===== src/hdl/sghb_pkg.sv =====
// ---------------------------------------------------------------------------
// sghb_pkg
// Shared types, constants and helpers for the spatial grid hash bucket block.
// ---------------------------------------------------------------------------
`default_nettype none

package sghb_pkg;

   localparam logic [31:0] HASH_K1 = 32'h8da6b343;
   localparam logic [31:0] HASH_K2 = 32'hd8163841;
   localparam logic [31:0] HASH_K3 = 32'hcb1ab31f;
   localparam logic [31:0] HASH_K4 = 32'h165667b1;

   localparam int SUM_W = 32;
   localparam int BKT_W = 31;

   localparam logic [1:0] CSR_BUCKET_COUNT = 2'd0;
   localparam logic [1:0] CSR_PLANAR_MODE  = 2'd1;

   // hash sum as sign and magnitude, ready for the remainder pipeline
   typedef struct packed {
      logic             neg;
      logic [SUM_W-1:0] mag;
   } hash_item_type;

   // one restoring remainder step: shift in one dividend bit, subtract if it fits
   function automatic logic [BKT_W-1:0] rem_step(input logic [BKT_W-1:0] r,
                                                 input logic             b,
                                                 input logic [BKT_W-1:0] m);
      logic [BKT_W:0] t;
      logic [BKT_W:0] d;
      t = {r, b};
      d = t - {1'b0, m};
      if (t >= {1'b0, m}) begin
         rem_step = d[BKT_W-1:0];
      end else begin
         rem_step = t[BKT_W-1:0];
      end
   endfunction

endpackage

`default_nettype wire


===== src/hdl/sghb_front.sv =====
// ---------------------------------------------------------------------------
// sghb_front
// Accepts cells, forms the wrapped hash sum and splits it into sign and magnitude.
// ---------------------------------------------------------------------------
`default_nettype none

module sghb_front (
   input  wire logic                   clock,
   input  wire logic                   reset,
   input  wire logic                   planar_mode,
   input  wire logic                   req_valid,
   output logic                        req_ready,
   input  wire logic signed [31:0]     req_cell_x,
   input  wire logic signed [31:0]     req_cell_y,
   input  wire logic signed [31:0]     req_cell_z,
   input  wire logic [5:0]             req_grid_level,
   output logic                        out_valid,
   input  wire logic                   out_ready,
   output sghb_pkg::hash_item_type     out_item
);
   import sghb_pkg::*;

   logic              v1_ff, v1_in, v2_ff, v2_in, en;
   logic [SUM_W-1:0]  px_ff, py_ff, pz_ff, pl_ff;
   logic [SUM_W-1:0]  px_in, py_in, pz_in, pl_in, sum;
   hash_item_type     item_ff, item_in;

   assign en = !v2_ff || out_ready;
   assign req_ready = en;

   // low 32 bits of each product are the same for signed and unsigned operands
   assign px_in = HASH_K1 * $unsigned(req_cell_x);
   assign py_in = HASH_K2 * $unsigned(req_cell_y);
   assign pz_in = HASH_K3 * $unsigned(req_cell_z);
   assign pl_in = HASH_K4 * {26'd0, req_grid_level};
   assign v1_in = en ? req_valid : v1_ff;
   assign v2_in = en ? v1_ff : v2_ff;

   always_comb begin
      sum = px_ff + py_ff + pl_ff + (planar_mode ? '0 : pz_ff);
      item_in.neg = sum[SUM_W-1];
      item_in.mag = sum[SUM_W-1] ? (~sum + 1'b1) : sum;
   end

   always_ff @(posedge clock) begin
      if (reset) begin
         v1_ff <= 1'b0;
         v2_ff <= 1'b0;
      end else begin
         v1_ff <= v1_in;
         v2_ff <= v2_in;
      end
   end

   always_ff @(posedge clock) begin
      if (en) begin
         px_ff   <= px_in;
         py_ff   <= py_in;
         pz_ff   <= pz_in;
         pl_ff   <= pl_in;
         item_ff <= item_in;
      end
   end

   assign out_valid = v2_ff;
   assign out_item  = item_ff;

endmodule

`default_nettype wire


===== config.mk =====
export PLATFORM = sky130hd
export DESIGN_NAME = sghb_front
export DESIGN_NICKNAME = d
export VERILOG_FILES = /design/src/hdl/sghb_pkg.sv /design/src/hdl/sghb_front.sv
export SDC_FILE = /design/constraint.sdc
export NUM_CORES = 2
export LEC_CHECK = 0
export BUFFER_PORTS_ARGS = -buffer_cell sky130_fd_sc_hd__buf_2
export CAP_MARGIN = 20
export CORE_UTILIZATION = 45
export CTS_CLUSTER_DIAMETER = 40
export DETAILED_ROUTE_END_ITERATION = 10
export HOLD_SLACK_MARGIN = 0.1
export SYNTH_ARGS = -nofsm -noshare
export SYNTH_HDL_FRONTEND = slang
export SYNTH_SLANG_ARGS = --single-unit

===== constraint.sdc =====
create_clock -name clock -period 10.8 [get_ports clock]
set_input_delay 2.7 -clock clock [delete_from_list [all_inputs] [get_ports clock]]
set_output_delay 2.7 -clock clock [all_outputs]
set_load 0.005 [all_outputs]

After elaboration in Yosys (flattened, before gate mapping)

Cells that the tools add are included.

$add $sub $neg: 4
$mul: 4
Div/mod/pow operators: 0
Magnitude comparators: 0
Equality and inequality tests: 0
Shifts and indexed selects: 0
Mux-type cells: 2
Bitwise gates (word level): 1
Reductions and logical operators: 2

Operators by type and width:

| kind                                                | count |
|---|---|
| adder 32 bit                                        | 3 |
| multiplier 31 x 32 -> 32 bit (first input constant) | 2 |
| adder 32 x 1 -> 32 bit (second input constant)      | 1 |
| multiplier 29 x 6 -> 32 bit (first input constant)  | 1 |
| multiplier 32 x 32 -> 32 bit (first input constant) | 1 |
| 2-to-1 mux 32 bit                                   | 1 |
| NOT 32 bit                                          | 1 |
| 2-to-1 mux 31 bit                                   | 1 |
| logical NOT 1 bit                                   | 1 |
| logical OR 1 bit                                    | 1 |

Flip-flop bits (word level): 163
Latch bits: 0
RAM bits: 0
ROM bits: 0
Input port bits: 107
Output and inout port bits: 35
Word-level logic and storage cells: 22
Memories kept: 0

Depth between registers and ports, before layout

Word-level depth: 6
Depth in mapped cells: 27
Depth with buffers taken out: 27

Worst setup path before layout

No wires, ideal clock.

Path type: input port to output port
From: input out_ready
To: output req_ready
Data arrival time: 6.659 ns
Data required time: 8.100 ns
Path slack: 1.441 ns
Cell stages on the path: 1
Path buffers: 0
Path through: nand2b_1

Cells in the longest elaborated chain, start to end: 1

RTL lines:

| what               | line             | source |
|---|---|---|
| start: declaration | sghb_front.sv:18 | `input wire logic out_ready,` |
| logical OR 1 bit   | sghb_front.sv:28 | `assign en = !v2_ff \|\| out_ready;` |
| end: declaration   | sghb_front.sv:12 | `output logic req_ready,` |

Every way passes these cells.

Final worst setup path

From: input req_cell_z[16]
To: register pz_ff[31] (data pin)

Cells in the longest elaborated chain, start to end: 1

RTL lines:

| what                         | line             | source |
|---|---|---|
| start: declaration           | sghb_front.sv:15 | `input wire logic signed [31:0] req_cell_z,` |
| multiplier 31 x 32 -> 32 bit | sghb_front.sv:34 | `assign pz_in = HASH_K3 * $unsigned(req_cell_z);` |
| named net pz_in[31]          | sghb_front.sv:25 | `logic [SUM_W-1:0] px_in, py_in, pz_in, pl_in, sum;` |
| end signal: assignment       | sghb_front.sv:59 | `pz_ff <= pz_in;` |
| end: declaration             | sghb_front.sv:24 | `logic [SUM_W-1:0] px_ff, py_ff, pz_ff, pl_ff;` |

The timed path passes the listed nets, and every way through them passes these cells.
A chain may end at the register's enable or synchronous reset.

==> out/metrics.csv <==
metric,value,unit
status,completed,
timing.final.max_slew_violations,0,
start_kind,input pin,
ant_nets,0,
cts_resized,0,
yosysUniqueCellTypes,80,
synth_ff_type,edfxtp_1,
wl_per_cell,17.6,um
ctsHoldBuffers,0,
final_cell_mix,"948 x inv_1, 696 x ha_1, 547 x fa_1",
hp-class,reg -> reg,
rsz0062_at_grt,false,
endpoint_kind,flip-flop,
async_flop_share,0,%
post_cts_buffers,0,
fillerInstances,7137,
cts_max_path_buffers,2,
drc,0,
setup-tns-final,0,ns
dpl.hpwl,70.4,mm
slew_headroom,35.6,%
htree_num_levels,4,
final_nets,4808,
finalHoldViolCount,0,
io_buffer_count,141,
setup_viol,0,
grt.total_usage,21.3,%
clkSlewWorstSetupHoldPaths,0.07,ns
crit_fanout,7,
crit_required,11.01,ns
first_global_vias,23002,
fin_skew,0.0198,ns
tritoncts,yes,
io_pins,142,
die-area,77700,um2
antenna_found_initial,1,
max_freq,0.110,GHz
vias,21683,
num_rows,101,
worstSetupPathType,in -> reg,
syn-instance-count,3307,
period_needed,9.06,ns
viasPerCell,4.87,
worstMarginPinSlew,0.966,ns
yosysSeqAreaShare,14.1,%
cts-root-buf,clkbuf_16,
drt_iter0_markers,1009,
grt_max_degree,80,
synth_nets,4657,
ys_ff_latch,163,
synth_top_area_share,31.8,%
die_w,279,um
period_share,83.9,%
core,75800,um2
synth_area_leaders,"fa_1 32%, ha_1 25%, edfxtp_1 14%",
die_height,279,um
drive_above_1_share,6.28,%
grt_pass1_wl,127,mm
synth_edf_count,161,
insertion_delay,0.47,ns
layout_commonest_cell,inv_1,
max_cap_violations,0,
cts.sinks,163,
routed_wl,78.3,mm
start_util,45.5,%
gp_congestion,0.905,
netlist_area,34500,um2
syn_avg_cell_area,10.4,um2
area_delta_synth_final,7.49,%
numCtsBuffers,17,
drt_pre_antenna_iters,7,
synth.largest_area_cell,fa_1,
critPathArrivalTime,9.27,ns
yosys_warnings,0,
grt-ovfl-total,0,
==> metal layers <==
metal	track usage, %	wire (um)	vias to the layer above
met5	0	0	-
met4	4.42	1340	0
met3	2.59	3090	64
met2	34.6	35900	357
met1	30.7	37900	10473
li1	-	-	10789
==> worst paths after layout <==
kind                            cells past startpoint  slack, ns     endpoint      startpoint
worst max-delay path                               26       1.74    pz_ff[31]  req_cell_z[16]
worst min-delay path                                2       0.45    out_valid           v1_ff
worst min register to register                      2       0.45    out_valid           v1_ff
worst max register to register                     16       5.46  out_item[1]        pz_ff[1]
==> per-stage QoR <==
stage | hold slack, ns | worst slack [ns] | cells | utilization [%] | cell area [um2]
5_1_grt | 0.496 | 1.40 | 4449 | 48.9 | 37100
6_report | 0.453 | 1.74 | 4450 | 48.9 | 37100
3_3_place_gp | 0.432 | 1.31 | 4416 | 48.0 | 36400
2_1_floorplan | 0.419 | 1.44 | 3307 | - | 34500
4_1_cts | 0.458 | 1.75 | 4448 | 48.8 | 37000
3_5_place_dp | 0.446 | 1.26 | 4416 | 48.0 | 36400
==> cell families after synthesis <==
| family | count (synthesis) | share of synthesized area (%) |
|---|---|---|
| XOR/XNOR | 243 | 6.20 |
| multiplexers | 9 | 0.272 |
| AND/OR/NAND/NOR | 367 | 5.62 |
| buffers and inverters | 961 | 10.5 |
| adder cells (fa/ha/maj) | 1243 | 57.0 |
| AO/OA/AOI/OAI | 321 | 6.22 |
| flip-flops | 163 | 14.1 |
==> area by class of cell <==
| type | count | area, um2 | area share (%) |
|---|---|---|---|
| clock inverter | 15 | 235 | 0.635 |
| multi-input combinational | 2183 | 26000 | 70.1 |
| timing repair buffer | 145 | 756 | 2.04 |
| antenna | 1 | 2.50 | 0.00675 |
| inverter | 948 | 3560 | 9.60 |
| sequential | 163 | 4870 | 13.2 |
| tap | 978 | 1220 | 3.30 |
| clock buffer | 17 | 425 | 1.15 |
==> cells in the mapped netlist (10+ instances only) <==
master    instances
edfxtp_1        161
o21ai_0          36
nor3_1           36
fa_1            547
xnor2_1         177
nand3_1          29
o21a_1           14
nand2b_1         27
or2_2            14
inv_1           948
o21bai_1         16
nor2b_1          35
nand2_1          60
a21oi_1         111
a21o_1           44
ha_1            696
xor2_1           65
nor2_1           93
a31oi_1          10
and3_1           14
and2_1           14
a211oi_1         13
==> worst max-delay path, stage by stage <==
cell	delay [ns]
buf_2	0.21
inv_1	0.18
fa_1	0.53
fa_1	0.50
inv_1	0.05
ha_1	0.26
inv_1	0.05
fa_1	0.54
inv_1	0.05
fa_1	0.48
fa_1	0.50
fa_1	0.49
inv_1	0.05
fa_1	0.47
inv_1	0.04
ha_1	0.32
a21o_1	0.18
a21o_1	0.19
a21o_1	0.18
a21oi_1	0.18
nor2_1	0.07
a221oi_1	0.29
a21oi_1	0.21
a211o_1	0.29
a21oi_1	0.17
xnor2_1	0.08
==> sequential cells by signal (all words and copies together), names as in the netlist <==
signal	cells
out_valid	1
px_ff	32
v1_ff	1
out_item	33
pz_ff	32
py_ff	32
pl_ff	32
Power is left out: the tool's default activity adds up to more than one toggle a clock period on the data nets, which glitch-free logic cannot reach.
