$ cat src/hdl/sghb_pkg.sv
// ---------------------------------------------------------------------------
// sghb_pkg
// Shared types, constants and helpers for the spatial grid hash bucket block.
// ---------------------------------------------------------------------------
`default_nettype none

package sghb_pkg;

   localparam logic [31:0] HASH_K1 = 32'h8da6b343;
   localparam logic [31:0] HASH_K2 = 32'hd8163841;
   localparam logic [31:0] HASH_K3 = 32'hcb1ab31f;
   localparam logic [31:0] HASH_K4 = 32'h165667b1;

   localparam int SUM_W = 32;
   localparam int BKT_W = 31;

   localparam logic [1:0] CSR_BUCKET_COUNT = 2'd0;
   localparam logic [1:0] CSR_PLANAR_MODE  = 2'd1;

   // hash sum as sign and magnitude, ready for the remainder pipeline
   typedef struct packed {
      logic             neg;
      logic [SUM_W-1:0] mag;
   } hash_item_type;

   // one restoring remainder step: shift in one dividend bit, subtract if it fits
   function automatic logic [BKT_W-1:0] rem_step(input logic [BKT_W-1:0] r,
                                                 input logic             b,
                                                 input logic [BKT_W-1:0] m);
      logic [BKT_W:0] t;
      logic [BKT_W:0] d;
      t = {r, b};
      d = t - {1'b0, m};
      if (t >= {1'b0, m}) begin
         rem_step = d[BKT_W-1:0];
      end else begin
         rem_step = t[BKT_W-1:0];
      end
   endfunction

endpackage

`default_nettype wire

$ cat src/hdl/sghb_queue.sv
// ---------------------------------------------------------------------------
// sghb_queue
// Short queue that decouples the hash front from the remainder back end.
// ---------------------------------------------------------------------------
`default_nettype none

module sghb_queue #(
   parameter int DEPTH = 4
) (
   input  wire logic                clock,
   input  wire logic                reset,
   input  wire logic                push_valid,
   output logic                     push_ready,
   input  sghb_pkg::hash_item_type  push_item,
   output logic                     pop_valid,
   input  wire logic                pop_ready,
   output sghb_pkg::hash_item_type  pop_item
);
   import sghb_pkg::*;

   localparam int PW = (DEPTH > 1) ? $clog2(DEPTH) : 1;
   localparam int CW = $clog2(DEPTH + 1);

   hash_item_type  mem_ff [DEPTH];
   logic [PW-1:0]  wr_ff, wr_in, rd_ff, rd_in;
   logic [CW-1:0]  cnt_ff, cnt_in;
   logic           push, pop;

   assign push_ready = (cnt_ff != CW'(DEPTH));
   assign pop_valid  = (cnt_ff != '0);
   assign push = push_valid && push_ready;
   assign pop  = pop_valid && pop_ready;
   assign pop_item = mem_ff[rd_ff];

   always_comb begin
      wr_in  = wr_ff;
      rd_in  = rd_ff;
      cnt_in = cnt_ff;
      if (push) begin
         wr_in = (wr_ff == PW'(DEPTH - 1)) ? '0 : wr_ff + 1'b1;
      end
      if (pop) begin
         rd_in = (rd_ff == PW'(DEPTH - 1)) ? '0 : rd_ff + 1'b1;
      end
      if (push && !pop) begin
         cnt_in = cnt_ff + 1'b1;
      end else if (pop && !push) begin
         cnt_in = cnt_ff - 1'b1;
      end
   end

   always_ff @(posedge clock) begin
      if (reset) begin
         wr_ff  <= '0;
         rd_ff  <= '0;
         cnt_ff <= '0;
      end else begin
         wr_ff  <= wr_in;
         rd_ff  <= rd_in;
         cnt_ff <= cnt_in;
      end
   end

   always_ff @(posedge clock) begin
      if (push) begin
         mem_ff[wr_ff] <= push_item;
      end
   end

endmodule

`default_nettype wire

$ cat config.mk
export PLATFORM = sky130hd
export DESIGN_NAME = sghb_queue
export DESIGN_NICKNAME = d
export VERILOG_FILES = /design/src/hdl/sghb_pkg.sv /design/src/hdl/sghb_queue.sv
export SDC_FILE = /design/constraint.sdc
export NUM_CORES = 1
export LEC_CHECK = 0
export ABC_AREA = 1
export BUFFER_PORTS_ARGS = -buffer_cell sky130_fd_sc_hd__clkbuf_2
export CAP_MARGIN = 20
export CORE_MARGIN = 2
export CORE_UTILIZATION = 45
export CTS_BUF_LIST = sky130_fd_sc_hd__clkbuf_4 sky130_fd_sc_hd__clkbuf_8
export DETAILED_ROUTE_END_ITERATION = 10
export PLACE_DENSITY_LB_ADDON = 0.15
export SYNTH_ARGS = -nofsm -noshare
export SYNTH_HDL_FRONTEND = slang
export SYNTH_SLANG_ARGS = --single-unit
$ cat constraint.sdc
create_clock -name clock -period 2.5 [get_ports clock]
set_input_delay 0 -clock clock [delete_from_list [all_inputs] [get_ports clock]]
set_output_delay 0 -clock clock [all_outputs]
set_load 0.005 [all_outputs]
* Yosys cells after proc, flatten, opt, wreduce, memory -nomap -nowiden *
Memories as Yosys holds them, arrays and structs flattened. A register that Yosys moved wholly into a read port is not among the register bits.
Index checks and enable logic that the tools add are counted.

word-level totals
  bits in registers = 7
  latch bits = 0
  RAM bits = 132
  memory bits (read-only) = 0
  input port bits = 37
  output and inout bits = 35
  word-level logic and storage cells = 27
  memories = 1

cells by class
  add/subtract/negate cells = 4
  $mul = 0
  divide/modulo/power cells = 0
  magnitude comparators = 0
  eq/ne operators = 3
  shift operators = 0
  mux-type cells = 8
  bitwise logic cells = 0
  reductions and logical operators = 8

memory list
  memory  words  bits a word  read ports  clocked after memory_dff  wr ports  line              RTL
  mem_ff  4      33           1           1                         1         sghb_queue.sv:24  hash_item_type mem_ff [DEPTH];

operators by type and width
  kind                                              number
  two-way mux 2 bit                                 4
  two-way mux 3 bit                                 2
  adder 2 x 1 -> 2 bit, second input constant       2
  equality test 2 bit, second input constant        2
  logical AND 1 bit                                 4
  adder 3 x 1 -> 3 bit, second input constant       1
  inequality test 3 bit, second input constant      1
  nonzero test 3 bit                                1
  subtractor 3 x 1 -> 3 bit, second input constant  1
  zero test 1 bit                                   2
  two-way mux 1 bit                                 2
  nonzero test 2 bit                                1

* Logic depth before layout (Yosys ltp) *
Gate-level depths: netlist of the first run.

  word-level depth = 6
  mapped depth = 13
  mapped depth without buffers = 13

* Worst setup path after synthesis of the first run *
Ideal clock, no wire load.

  path kind = flip-flop to flip-flop
  from = reg cnt_ff[0]
  to = mem mem_ff[0][0] (netlist bit), enable pin
  library setup time = 0.423 ns
  arrival time = 2.114 ns
  required time = 2.077 ns
  slack = -0.037 ns
  stages on the path, launching flop included = 5
  buffers on the path = 0
  clock period less this slack = 2.537 ns
  cells stage by stage = dfxtp_1 -> nor2_1 -> nand2_1 -> nand2_1 -> nor2_1

on the way
  cells in the longest elaborated chain, start to end = 4

ends and longest elaborated chain
  item                                     line              RTL
  start: declaration                       sghb_queue.sv:26  logic [CW-1:0] cnt_ff, cnt_in;
  start signal: assignment                 sghb_queue.sv:60  cnt_ff <= cnt_in;
  inequality test 3 bit                    sghb_queue.sv:29  assign push_ready = (cnt_ff != CW'(DEPTH));
  via push_ready                           sghb_queue.sv:13  output logic push_ready,
  logical AND 1 bit                        sghb_queue.sv:31  assign push = push_valid && push_ready;
  two-way mux 1 bit                        sghb_queue.sv:65  if (push) begin
  two-way mux 1 bit (implied by the code)  sghb_queue.sv:66  mem_ff[wr_ff] <= push_item;
  end: declaration                         sghb_queue.sv:24

The timed path passes the listed nets, and every way through them passes these cells.

* Final worst setup path of the first run *
  from = reg cnt_ff[1]
  to = reg cnt_ff[1]

on the way
  elaborated cells between the ends (all ways) = 13
  classes of those cells = 2 x add/sub; 1 x eq/ne; 2 x mux; 8 x reduce/logical

RTL lines
  item                   line              RTL
  inequality test 3 bit  sghb_queue.sv:29
  logical AND 1 bit      sghb_queue.sv:31
  via push               sghb_queue.sv:27  logic push, pop;
  logical AND 1 bit      sghb_queue.sv:45  if (push && !pop) begin
  two-way mux 3 bit      sghb_queue.sv:45
  via cnt_in[1]          sghb_queue.sv:26

The timed path passes the listed nets, and every way through them passes these cells. The select of a mux whose other input is x is not followed.
A chain may end at the register's enable or synchronous reset.

==> metrics, run 1 <==
Final period util=0.788; Setup crit end kind=flop; Crit. Startpoint=cnt_ff[1]; reg-to-reg slack, setup=0.53 ns; core area=11,900 µm²; CP arrival=2.30 ns; Routed WL per cell=16.4 µm; Comb pwr share=0.287; Initial Util=0.457; number of port buffers=71; WP data required=2.83 ns; post-route ant nets=0; Metal-1 WL=4.91 mm; min-delay worst type=input pin to flop; clock slew at reported path FFs=0.06 ns; status=finished, final reports clean; Max Clk Rate=508 MHz; Setup Fix Bufs, Post-CTS=0; DRC viols=0; drt total wl=10.9 mm; worst skew pair latency=0.44 ns; critical path class=flop to flop; Crit Reg-Reg Endpoint=cnt_ff[1]; Pins Over Slew Limit=0; Layout area overhead=22.5%; GRT Util Overall=0.181; die height=114 µm; Reg power frac=0.465; Ports=72; Die X=114 µm; global route overflow=0; final worst setup slack=0.531 ns; Vias/cell=5.16; Rows=40; Placer Congestion=0.758; Slew @ Worst Pin=0.678 ns; switching power=1970 µW; initial antenna violation count=0; FF+latch count, synth=141; final setup fails=0; nets=549; CP max FO=7; Starting DRT DRC Count=272; Synth Area per Inst=14.0 µm²; DP Wirelength=6.24 mm; largest stage delay on the critical path=0.41 ns; largest net degree at the start of global routing=67; post-synthesis cell area=5420 µm²; CTS tree=yes; Clock Sinks=141; RSZ-0062 raised after global routing=no; Setup Skew=0.00661 ns; Max stage delay cell, worst path=fa_1; switching share of power=0.308; Yosys cell types=21; worst vdd ir=364 µV; static leakage=0.00243 µW; met3 wire len=482 µm; Final Core Density=0.559; Max clock buf depth=2; internal power=4410 µW; Tmin final=1.97 ns; FF-to-FF Start=cnt_ff[1]; drt pass-1 iters=6; Final Hold Vio Count=0; worst hold margin=0.274 ns; Final Power=6370 µW; routed via count=3,418; post-route setup TNS=0 ns; metal2 WL=5.30 mm; relative slew slack=0.548; worst-path cell chain=nor2_1 -> nand2_1 -> nand2_1 -> buf_4 -> inv_1 -> ha_1 -> inv_1 -> fa_1 -> o21ai_0 -> nor2_1; Clk pwr share=0.248; Max-Cap Viols=0; vias in the first global route=3,503; die area=12,900 µm²; Root Buffer=clkbuf_8; Top Layer Used=met4; fraction of layout cells with a size suffix above 1=0.221; CTS Buf Count=17; H-tree depth=4; Ys Warns=0; worst reg2reg path depth=10; register area share after synthesis=0.765; antenna diode count=0; total nets after synthesis=432; hold path depth=3; Hold EP=cnt_ff[0]; fillers=1,001; Place WS=0.535 ns; Setup crit start kind=flop; hold_sp=reset; first-pass GRT wire length=17.5 mm; post-synthesis cell count=388; PwrDens=961 nW/µm²
cells in the final DEF (no fill, tap or decap):
cell type | Yosys | layout
dfxtp_1 | 9 | 8
clkbuf_8 | 0 | 17
nand3b_1 | 2 | 2
inv_2 | 2 | 2
bufinv_16 | 0 | 1
xor2_1 | 1 | 1
nand3_1 | 1 | 1
nor2_1 | 83 | 79
buf_4 | 0 | 8
nand2_1 | 14 | 14
ha_1 | 6 | 6
inv_1 | 14 | 14
nor2_4 | 0 | 4
dlygate4sd3_1 | 0 | 36
a21oi_1 | 2 | 2
clkbuf_4 | 0 | 7
fa_1 | 1 | 1
o22ai_1 | 33 | 33
o21ai_1 | 18 | 18
dfxtp_2 | 0 | 1
clkbuf_2 | 2 | 71
clkinv_1 | 0 | 4
o21ai_0 | 49 | 49
buf_12 | 0 | 3
edfxtp_1 | 132 | 132
nand4_1 | 1 | 1
final cells by class:
type,count,area (µm²),area share
clock buffers,24,287,0.0432
flip-flops and latches,141,4150,0.625
repair buffers,118,836,0.126
clock inverters,5,45.0,0.00679
inverters,16,60.1,0.00905
multi-input cells,211,1080,0.162
well taps,147,184,0.0277
worst max-delay path, delay by kind of cell (launching register included):
kind,cells,cell delay [ns]
compound gates,1,0.17
buf+inv,3,0.34
simple gates,4,0.40
flops,1,0.33
fa+ha+maj,2,0.62
metal layers:
metal | vias to the layer above | global-route usage
met4 | 0 | 0.0699
met2 | 69 | 0.301
li1 | 1651 | -
met3 | 16 | 0.0558
met1 | 1682 | 0.223
met5 | - | 0
cells by family (layout without fill, tap and decap cells):
kind of cell    Yosys count  count (layout)  synth area share
fa+ha+maj                 7               7            0.0176
simple gates            101             101            0.0721
compound gates          102             102             0.102
xor+xnor                  1               1           0.00162
buf+inv                  36             163            0.0416
flops                   141             141             0.765
synth_stat cells (all sizes together):
cell | n | area share
nand4 | 1 | 0.0012
edfxtp | 132 | 0.73
nand2 | 14 | 0.0097
clkbuf | 3 | 0.0025
dfxtp | 9 | 0.033
o22ai | 33 | 0.038
fa | 1 | 0.0037
nand3b | 2 | 0.0028
nor2 | 83 | 0.058
nand3 | 1 | 0.00092
a21oi | 2 | 0.0018
xor2 | 1 | 0.0016
o21ai | 67 | 0.062
ha | 6 | 0.014
buf | 17 | 0.028
inv | 16 | 0.011
per-stage QoR:
step	std cells	cell area [µm²]
2_1_floorplan	388	5420
4_1_cts	662	6630
5_1_grt	662	6630
3_5_place_dp	597	5940
3_3_place_gp	597	5940
6_report	662	6630
sequential cells by signal (all words and copies together) (netlist names), named ones only:
register	flops
mem_ff	132
rd_ff	2
cnt_ff	3
wr_ff	2
power groups by stage:
stage          sequential, µW  clock (µW)  combinational, µW
2_1_floorplan            3020           0               1130
3_3_place_gp             3010           0               1790
3_5_place_dp             3020           0               1820
4_1_cts                  2970        1620               1870
5_1_grt                  2990        1710               2060
6_report                 2960        1580               1830
worst max path at each step:
stage / end / slack, ns / cells past startpoint
6_report: cnt_ff[1] / 0.53 / 10
3_5_place_dp: cnt_ff[1] / 0.53 / 10
3_3_place_gp: cnt_ff[1] / 0.59 / 10
5_1_grt: cnt_ff[2] / 0.27 / 14
4_1_cts: pop_item[0] / 0.50 / 4
2_1_floorplan: mem_ff[0][0] / -0.04 / 4
timing repair:
action / CTS / global route
hold buffers: 36 / 0
gates resized for setup: 0 / 0
setup endpoints to repair: 0 / 0
endpoints found under the hold margin: 141 / 0
Note: power is estimated with default switching activity, not from simulation.
==> run 2, diff against run 1 <==
ABC_AREA = 0   (was 1)
clock period = 1.6 ns   (was 2.5 ns; I/O delays follow)
==> run 2 against run 1 <==
Against the previous run:
- the run now ends with negative hold slack, negative setup slack left
- first-iteration DRC count shrank 64%
- wire length shrank 11%
- clock power grew 60%
- non-clock buffer count grew 14
- critical path type unchanged
- largest power group unchanged
==> metrics, run 2 <==
most numerous cell in the Yosys netlist=edfxtp_1; Max-Cap Viols=0; post-route ant nets=0; failing checks=negative hold slack, negative setup slack; Reg with most FFs=mem_ff; Async S/R FF share, synth=0; DP Wirelength=5.59 mm; most frequent cells in the layout=edfxtp_1, clkbuf_2, dlygate4sd3_1; H-tree depth=4; Commonest cells post-synth=edfxtp_1, mux4_2, dfxtp_1; post-synthesis cell count=221; CTS Buf Count=17; ys flop type=edfxtp_1; status=finished with violations; hold_sp=reset; most common library cell in the layout ignoring fill and taps=edfxtp_1; Ys Warns=0; CP arrival=2.26 ns; vias in the first global route=2,893; routed via count=2,622; Vias/cell=5.06; Final period util=1.19; worst skew pair latency=0.43 ns; Initial Util=0.460; fraction of layout cells with a size suffix above 1=0.475; Setup Skew=0.00808 ns; post-layout instance area=6890 µm²; Max clock buf depth=2; largest net degree at the start of global routing=34; drt total wl=9.65 mm; min-delay worst type=input pin to flop; static leakage=0.00242 µW; critical path class=flop to flop; Synth area leader=edfxtp_1; Hold EP=cnt_ff[0]; worst vdd ir=873 µV; Crit Reg-Reg Endpoint=cnt_ff[2]; antenna diode count=0; hold path depth=2; GRT Util Overall=0.167; final worst setup slack=-0.307 ns; Slew @ Worst Pin=0.237 ns; first-pass GRT wire length=15.2 mm; register area share after synthesis=0.793; worst hold margin=-0.136 ns; Starting DRT DRC Count=97; placed cell area=6030 µm²; clock slew at reported path FFs=0.07 ns; Tmin final=1.91 ns; relative slew slack=0.842; CP max FO=3; RSZ-0062 raised after global routing=yes; WP data required=1.95 ns; Synth top area share=0.758; Setup crit end kind=flop; Yosys cell types=25; Pins Over Slew Limit=0; Ports=72; die height=112 µm; Area contributors post-synth=edfxtp_1, mux4_2, dfxtp_1; die area=12,500 µm²; initial antenna violation count=0; Final Hold Vio Count=8; Rows=39; DRC viols=0; FF+latch count, synth=141; final setup fails=34; drt pass-1 iters=4; nets=406; Final Core Density=0.606; biggest registers after layout=mem_ff (132), cnt_ff (3); Max Clk Rate=525 MHz; fillers=840; reg-to-reg slack, setup=-0.31 ns; global route overflow=0; FF+latch area=4170 µm²; Layout area overhead=31.9%; max FFs per register=132; Placer Congestion=0.709; area of the multi-input gates=1060 µm²; Die X=112 µm; number of port buffers=71; Setup crit start kind=flop; Post-synth EDFFs=132; post-synthesis cell area=5230 µm²; Routed WL per cell=18.6 µm; Crit. Startpoint=cnt_ff[0]; Clock Sinks=141; PwrDens=1420 nW/µm²; total nets after synthesis=265; cts hold-fix bufs=35; CTS tree=yes; core area=11,400 µm²; worst reg2reg path depth=8; Root Buffer=clkbuf_8; Synth Area per Inst=23.6 µm²; FF-to-FF Start=cnt_ff[0]
[run 2: worst max path at each step]
stage                      endpoint  cells past startpoint
after floorplan           cnt_ff[2]                      9
after global placement    cnt_ff[2]                      8
after detailed placement  cnt_ff[2]                      8
after CTS                 cnt_ff[2]                      8
after global routing      cnt_ff[2]                      8
final                     cnt_ff[2]                      8
[run 2: metal layers]
metal,global-route usage,share of wire,vias up
met5,0,0,-
met4,0.0716,0.0089,0
met3,0.0523,0.044,6
met2,0.277,0.52,59
met1,0.205,0.43,1350
li1,-,-,1207
[run 2: repair_timing]
action                                 CTS  global route
setup endpoints to repair               92           126
gates resized for setup                  8             8
cloned                                   3             1
pin swaps                                0             0
setup buffers                            2             3
endpoints found under the hold margin  141             8
[run 2: cell type report]
class                      instances  area share
clock inverter                    15      0.0178
tap                              143      0.0260
sequential                       141       0.605
timing repair buffer             132       0.162
inverter                           3     0.00163
clock buffer                      17      0.0340
multi-input combinational         67       0.154
[run 2: critical path, cell delays in order (launching register included)]
cell and delay (ns):
dfxtp_4 0.35, or3b_1 0.40, and2_4 0.17, ha_4 0.16, inv_2 0.05, fa_2 0.18, xor2_1 0.07, or3_4 0.32
a21oi_1 0.13
[run 2: cell families after synthesis]
logic type               Yosys count  synth area share
AND/OR/NAND/NOR                   17            0.0203
buffers and inverters             13            0.0105
flip-flops                       141             0.793
XOR/XNOR                           2           0.00335
AO/OA/AOI/OAI                      5           0.00670
adder cells (fa/ha/maj)            7            0.0182
multiplexers                      36             0.148
[run 2: metrics by stage]
stage | hold slack (ns) | TNS (ns) | instances | power (µW) | setup WS, ns
global route | -0.153 | -7.18 | 518 | 10300 | -0.369
detailed placement | 0.224 | -0.543 | 444 | 7020 | -0.298
CTS | -0.169 | -5.89 | 516 | 9900 | -0.310
finish | -0.136 | -3.44 | 518 | 9770 | -0.307
global placement | 0.217 | -0.433 | 444 | 6970 | -0.239
floorplan | 0.0989 | -0.684 | 221 | 5980 | -0.359
[run 2: power breakdown]
| group | internal [µW] | total, µW | switching (µW) |
|---|---|---|---|
| Clock | 1210 | 2530 | 1310 |
| Sequential | 4500 | 4650 | 147 |
| Combinational | 1490 | 2590 | 1100 |
| Total | 7210 | 9770 | 2560 |
